--- config.mk ---
export PLATFORM = sky130hd
export DESIGN_NAME = ccr_front
export DESIGN_NICKNAME = d
export VERILOG_FILES = /design/src/hdl/ccr_pkg.sv /design/src/hdl/ccr_front.sv
export SDC_FILE = /design/constraint.sdc
export NUM_CORES = 2
export LEC_CHECK = 0
export BUFFER_PORTS_ARGS = -buffer_cell sky130_fd_sc_hd__buf_4
export CAP_MARGIN = 0
export CORE_ASPECT_RATIO = 1.25
export CORE_MARGIN = 4
export CORE_UTILIZATION = 40
export DETAILED_ROUTE_END_ITERATION = 7
export GPL_ROUTABILITY_DRIVEN = 0
export GPL_TIMING_DRIVEN = 0
export MAX_ROUTING_LAYER = met4
export SYNTH_ARGS = -nofsm -noshare
export SYNTH_HDL_FRONTEND = slang
export SYNTH_SLANG_ARGS = --single-unit
export TNS_END_PERCENT = 100
--- constraint.sdc ---
create_clock -name clk -period 27.9 [get_ports clk]
set_input_delay 5.58 -clock clk [delete_from_list [all_inputs] [get_ports clk]]
set_output_delay 5.58 -clock clk [all_outputs]
set_load 0.01 [all_outputs]
--- src/hdl/ccr_pkg.sv ---
package ccr_pkg;

  // Fraction bits of the point format; the knot step is sqrt(distance << FRAC_BITS).
  localparam int FRAC_BITS = 16;

  // Coordinate width at the ports, and the width of a stored spline point
  // (a reflected point 2*a-b of two 32-bit values needs 34 bits).
  localparam int CW = 32;
  localparam int PW = 34;

  // Width of the samples-per-segment register.
  localparam int NW = 5;
  localparam logic [NW-1:0] SPP_RESET = 5'd31;

  // Distance floor: 1e-4 in the point format, at least one LSB.
  localparam logic [63:0] MIN_LEN_RAW = ((64'd1 << FRAC_BITS) + 64'd5000) / 64'd10000;
  localparam logic [63:0] MIN_LEN = (MIN_LEN_RAW == 64'd0) ? 64'd1 : MIN_LEN_RAW;

  typedef logic [PW-1:0] crd_t;

  // One unit of work for the back end: a segment (four points) or a single point.
  typedef struct packed {
    logic               is_point;
    logic               last;
    crd_t [3:0][2:0]    pt;
  } job_t;

  // Request to the multiply-divide unit: res = x * (+/-nm) / den, toward zero.
  typedef struct packed {
    logic        start;
    logic [63:0] x;
    logic [31:0] nm;
    logic        nneg;
    logic [31:0] den;
  } mdreq_t;

endpackage

--- src/hdl/ccr_front.sv ---
module ccr_front (
  input  logic                   clk,
  input  logic                   rst_n,
  input  logic                   in_push,
  input  logic signed [31:0]     in_point_x,
  input  logic signed [31:0]     in_point_y,
  input  logic signed [31:0]     in_point_z,
  input  logic                   in_final_point,
  output logic                   in_full,
  output ccr_pkg::job_t          job_o,
  output logic                   job_valid,
  input  logic                   job_pop
);

  localparam int QD = 2;

  logic [2:0][2:0][31:0] win_r;
  logic [2:0][31:0]      np_r;
  logic                  fin_r;
  logic [1:0]            seen_r;
  logic                  pend_r;
  logic [2:0]            todo_r;

  ccr_pkg::job_t q_r [QD];
  logic          wp_r;
  logic          rp_r;
  logic [1:0]    qcnt_r;

  ccr_pkg::job_t job_a;
  ccr_pkg::job_t job_b;
  ccr_pkg::job_t job_p;
  ccr_pkg::job_t job_sel;
  logic          push;
  logic          finish;
  logic          accept;
  logic [2:0]    todo_clr;

  function automatic ccr_pkg::crd_t sx(input logic [31:0] v);
    return {{(ccr_pkg::PW - 32){v[31]}}, v};
  endfunction

  function automatic ccr_pkg::crd_t refl(input logic [31:0] a, input logic [31:0] b);
    return (sx(a) << 1) - sx(b);
  endfunction

  assign in_full   = pend_r;
  assign accept    = in_push && !pend_r;
  assign job_valid = (qcnt_r != 2'd0);
  assign job_o     = q_r[rp_r];
  assign push      = pend_r && (todo_r != 3'd0) && (qcnt_r != 2'(QD));
  assign finish    = pend_r && (todo_r == 3'd0);

  always_comb begin
    for (int c = 0; c < 3; c++) begin
      job_a.pt[0][c] = (seen_r == 2'd2) ? refl(win_r[1][c], win_r[2][c]) : sx(win_r[0][c]);
      job_a.pt[1][c] = sx(win_r[1][c]);
      job_a.pt[2][c] = sx(win_r[2][c]);
      job_a.pt[3][c] = sx(np_r[c]);
      job_b.pt[0][c] = (seen_r == 2'd1) ? refl(win_r[2][c], np_r[c]) : sx(win_r[1][c]);
      job_b.pt[1][c] = sx(win_r[2][c]);
      job_b.pt[2][c] = sx(np_r[c]);
      job_b.pt[3][c] = refl(np_r[c], win_r[2][c]);
      for (int i = 0; i < 4; i++) begin
        job_p.pt[i][c] = sx(np_r[c]);
      end
    end
    job_a.is_point = 1'b0;
    job_a.last     = !fin_r;
    job_b.is_point = 1'b0;
    job_b.last     = 1'b0;
    job_p.is_point = 1'b1;
    job_p.last     = 1'b1;
  end

  always_comb begin
    priority if (todo_r[0]) begin
      job_sel  = job_a;
      todo_clr = 3'b001;
    end else if (todo_r[1]) begin
      job_sel  = job_b;
      todo_clr = 3'b010;
    end else begin
      job_sel  = job_p;
      todo_clr = 3'b100;
    end
  end

  always_ff @(posedge clk) begin
    if (!rst_n) begin
      pend_r <= 1'b0;
      seen_r <= 2'd0;
      todo_r <= 3'd0;
    end else if (accept) begin
      pend_r <= 1'b1;
      todo_r <= {in_final_point, in_final_point && (seen_r != 2'd0), seen_r[1]};
    end else if (push) begin
      todo_r <= todo_r & ~todo_clr;
    end else if (finish) begin
      pend_r <= 1'b0;
      seen_r <= fin_r ? 2'd0 : ((seen_r == 2'd3) ? 2'd3 : seen_r + 2'd1);
    end
  end

  always_ff @(posedge clk) begin
    if (accept) begin
      np_r  <= {in_point_z, in_point_y, in_point_x};
      fin_r <= in_final_point;
    end
    if (finish) begin
      win_r <= {np_r, win_r[2], win_r[1]};
    end
    if (push) begin
      q_r[wp_r] <= job_sel;
    end
  end

  always_ff @(posedge clk) begin
    if (!rst_n) begin
      wp_r   <= 1'b0;
      rp_r   <= 1'b0;
      qcnt_r <= 2'd0;
    end else begin
      if (push) wp_r <= !wp_r;
      if (job_pop) rp_r <= !rp_r;
      qcnt_r <= qcnt_r + {1'b0, push} - {1'b0, job_pop};
    end
  end

endmodule

==> out/qor.yml <==
timing:
  tightest_slew_ps: 1531
  max-slew-margin-rel: -0.02098
  final-setup-viol-count: 0
  finalHoldViolCount: 0
  slew_viol_final: 11
  timing.final.crit_period_ps: 10050
  fin_skew_ps: 49.89
  setup_repair_after_global_routing_missed_its_margin: "no"
  post-route-period-util: 0.3601
  timing.fmax_mhz: 99.53
clocking:
  clock_insertion_delay_worst_skew_ps: 820
  clkSinkCount: 1192
  ctsResizeCount: 0
  post-cts-setup-buffer-count: 0
  cts_hold_buffers: 0
  path_clk_slew_ps: 60
  tritoncts.num_buffers: 131
  ctsRootBufferMaster: "sky130_fd_sc_hd__clkbuf_16"
  cts_tree: "done"
  clockBufferDepth: 3
  cts_htree_levels: 4
placed_design:
  dp_hpwl_microns: 171500
  port_buffers: 512
  place.detailed.instances: 7922
  placedInstanceArea_sq_mm: 0.07053
worst_setup_path:
  crit_path_cell_trace: "clkbuf_1 -> clkbuf_2 -> buf_16 -> clkbuf_1 -> mux2_2 -> buf_4 -> buf_4"
  worstSetupEndpointType: "output port"
  worst_path_dominant_cell_family: "buffers and inverters"
  worst_ep_arrival_time_ps: 4470
  timing.setup.critical_path_class: "flip-flop to output port"
  critical-path-slowest-cell: "sky130_fd_sc_hd__clkbuf_1"
  critPathLaunchType: "flip-flop"
  cp_num_buf_inv: 6
  path_max_fanout: 10
  longest_individual_stage_delay_on_the_worst_path_ps: 950
  worstPathRequired_ps: 22320
global_route:
  grt_pass1_vias: 45900
  residual_overflow_from_global_routing: 0
  global_route.usage.total: 0.2758
  grt_antenna_before_repair: 9
  grt_first_pass_wirelength_microns: 318400
  grt_start_max_net_pins: 70
synth:
  post_synth_inst_count: 5295
  synthArstFlopShare: 0
  yosys_most_used_dff: "sky130_fd_sc_hd__edfxtp_1"
  synth_edf_count: 1181
  post_synth_cell_types: 84
  mappedNetlistArea_sq_mm: 0.06296
  ys_warn_count: 0
  synthesis.area_per_instance_sq_um: 11.89
  ys_seq_elements: 1192
  synth_top_area_share: 0.5633
  synthesis.nets: 5695
  synth_seq_area_share: 0.5668
  post-synth-top-area-cell: "sky130_fd_sc_hd__edfxtp_1"
  yosys-top-cells-area: "sky130_fd_sc_hd__edfxtp_1, sky130_fd_sc_hd__mux2_2, sky130_fd_sc_hd__ha_1"
floorplan:
  fp.dieW_microns: 362.8
  die_height_microns: 451.6
  area_of_the_core_sq_mm: 0.1563
  io_pins: 513
  die_area_sq_mm: 0.1638
  initial_core_util: 0.4028
  rows: 162
power:
  power.combinational.fraction: 0.157
  share_clk_of_total_power: 0.385
  power_share_of_the_sequential_group: 0.458
  power.share.switching: 0.2754
  power.switching_mw: 1.245
  p_leak_nw: 27.66
  power.ir.vdd_worst_v: 0.00006876
  power.density_cell_area_mw_per_mm2: 60.41
  power_report.internal_total_mw: 3.276
drt:
  via_count: 47641
  wl_per_cell_microns: 27.78
  route.antenna.remaining_nets: 0
  drt_drc_violations_left: 0
  route.final.wire_length_microns: 226800
  first_iter_violations: 5311
  drt-vias-per-instance: 5.836
  drt_pass1_iterations: 6
layout:
  most_common_cell_after_layout_fill_and_taps_aside: "sky130_fd_sc_hd__edfxtp_1"
  drive_gt1_frac: 0.2019
  final_cells: 8163
  mostFrequentLayoutCells: "sky130_fd_sc_hd__edfxtp_1, sky130_fd_sc_hd__nand2_1, sky130_fd_sc_hd__o21ai_0, sky130_fd_sc_hd__buf_4, sky130_fd_sc_hd__mux2_2"
  layout.nets: 6406
  post-route-cell-area_sq_mm: 0.07483
  syn2layout_area_growth_pct: 18.86
job:
  cap_viol_max_count: 1
worst_hold_path:
  min_path_type: "flip-flop to flip-flop"
outcome:
  run_status: "complete, but fails checks"
  violations: "capacitance limit, slew limit"
## worst paths after layout
| kind | from | endpoint | slack, ps | cells after the start |
|---|---|---|---|---|
| worst max-delay path | flip-flop | job_o[168] | 17850 | 7 |
| worst min-delay path | job_a[160] | win_r[56] | 510 | 0 |
| worst max register to register | job_a[322] | q_r[1][33] | 23050 | 13 |
| worst min register to register | job_a[160] | win_r[56] | 510 | 0 |
## cells in the mapped netlist, types with 46 or more instances
library cell	count
sky130_fd_sc_hd__edfxtp_1	1181
sky130_fd_sc_hd__nand2_1	583
sky130_fd_sc_hd__o21ai_0	531
sky130_fd_sc_hd__mux2_2	398
sky130_fd_sc_hd__a21oi_1	311
sky130_fd_sc_hd__ha_1	290
sky130_fd_sc_hd__inv_1	260
sky130_fd_sc_hd__clkbuf_1	212
sky130_fd_sc_hd__nor2_1	172
sky130_fd_sc_hd__a21o_1	146
sky130_fd_sc_hd__xnor2_1	124
sky130_fd_sc_hd__xor2_1	109
sky130_fd_sc_hd__mux2i_1	90
sky130_fd_sc_hd__a211oi_1	56
sky130_fd_sc_hd__nand3_1	56
sky130_fd_sc_hd__o211ai_1	53
sky130_fd_sc_hd__o21a_1	48
sky130_fd_sc_hd__nor3_1	47
sky130_fd_sc_hd__a31oi_1	46
sky130_fd_sc_hd__nand2b_1	46
## cell type report
| type | instances | area (sq um) |
|---|---|---|
| Fill cell | 14146 | 81450 |
| Clock buffer | 150 | 3349 |
| Buffer | 250 | 1005 |
| Timing Repair Buffer | 578 | 4980 |
| Multi-Input combinational cell | 3593 | 25330 |
| Antenna cell | 5 | 12.51 |
| Tap cell | 2050 | 2565 |
| Clock inverter | 85 | 924.6 |
| Inverter | 260 | 980.9 |
| Sequential cell | 1192 | 35680 |
## kinds of logic after synthesis
logic type / Yosys count / share of synthesized area
mux: 488 / 0.08550
buf+inv: 510 / 0.03116
compound gates: 1459 / 0.1439
fa+ha+maj: 299 / 0.06050
flops: 1192 / 0.5668
simple gates: 1114 / 0.07976
xor+xnor: 233 / 0.03242
## registers in the layout, indices dropped and copies added (netlist names), named ones only
name and cells:
in_full 1, job_a 288, todo_r 3, q_r 796, qcnt_r 2, wp_r 1
rp_r 1, win_r 96, fin_r 1, seen_r 2
## power by group through the flow
stage               combinational (mW)  clock, mW  sequential, mW
floorplan                        0.438          0            2.11
global placement                 0.678          0            2.15
detailed placement               0.699          0            2.11
CTS                              0.704       1.77            2.07
global route                     0.764       1.84            2.07
finish                           0.711       1.74            2.07
## metrics by stage
step / utilization / worst slack [ps] / TNS, ps / power (mW) / hold slack [ps]
after floorplan: - / 4437 / 0 / 2.553 / 454.3
after global placement: 0.4439 / -9029 / -4068770 / 2.830 / 490.0
after detailed placement: 0.4513 / 18660 / 0 / 2.806 / 496.7
after CTS: 0.4787 / 17780 / 0 / 4.539 / 507.3
after global routing: 0.4788 / 17830 / 0 / 4.679 / 526.6
final: 0.4788 / 17850 / 0 / 4.520 / 509.4
## metal layers
layer / up-vias / part of all wire / global-route usage / routed length, microns
met5: - / 0 / - / 0
met4: 0 / 0.058 / 0.1378 / 13240
met3: 518 / 0.077 / 0.04377 / 17560
met2: 2299 / 0.47 / 0.4367 / 106100
met1: 23504 / 0.40 / 0.3448 / 89850
li1: 21320 / - / - / -
## worst reg2reg max path, cell delays in order, from the launching register on
cell and delay [ps]:
sky130_fd_sc_hd__edfxtp_1 520, sky130_fd_sc_hd__inv_1 110, sky130_fd_sc_hd__ha_1 290, sky130_fd_sc_hd__clkbuf_1 290, sky130_fd_sc_hd__nand4_1 260, sky130_fd_sc_hd__a211oi_1 470, sky130_fd_sc_hd__nand3_1 260, sky130_fd_sc_hd__a211oi_1 700
sky130_fd_sc_hd__o21ai_0 390, sky130_fd_sc_hd__nand2b_1 190, sky130_fd_sc_hd__a21o_1 200, sky130_fd_sc_hd__a31oi_1 100, sky130_fd_sc_hd__o221ai_1 240, sky130_fd_sc_hd__o311ai_0 430
(Power assumes the default switching activity.)
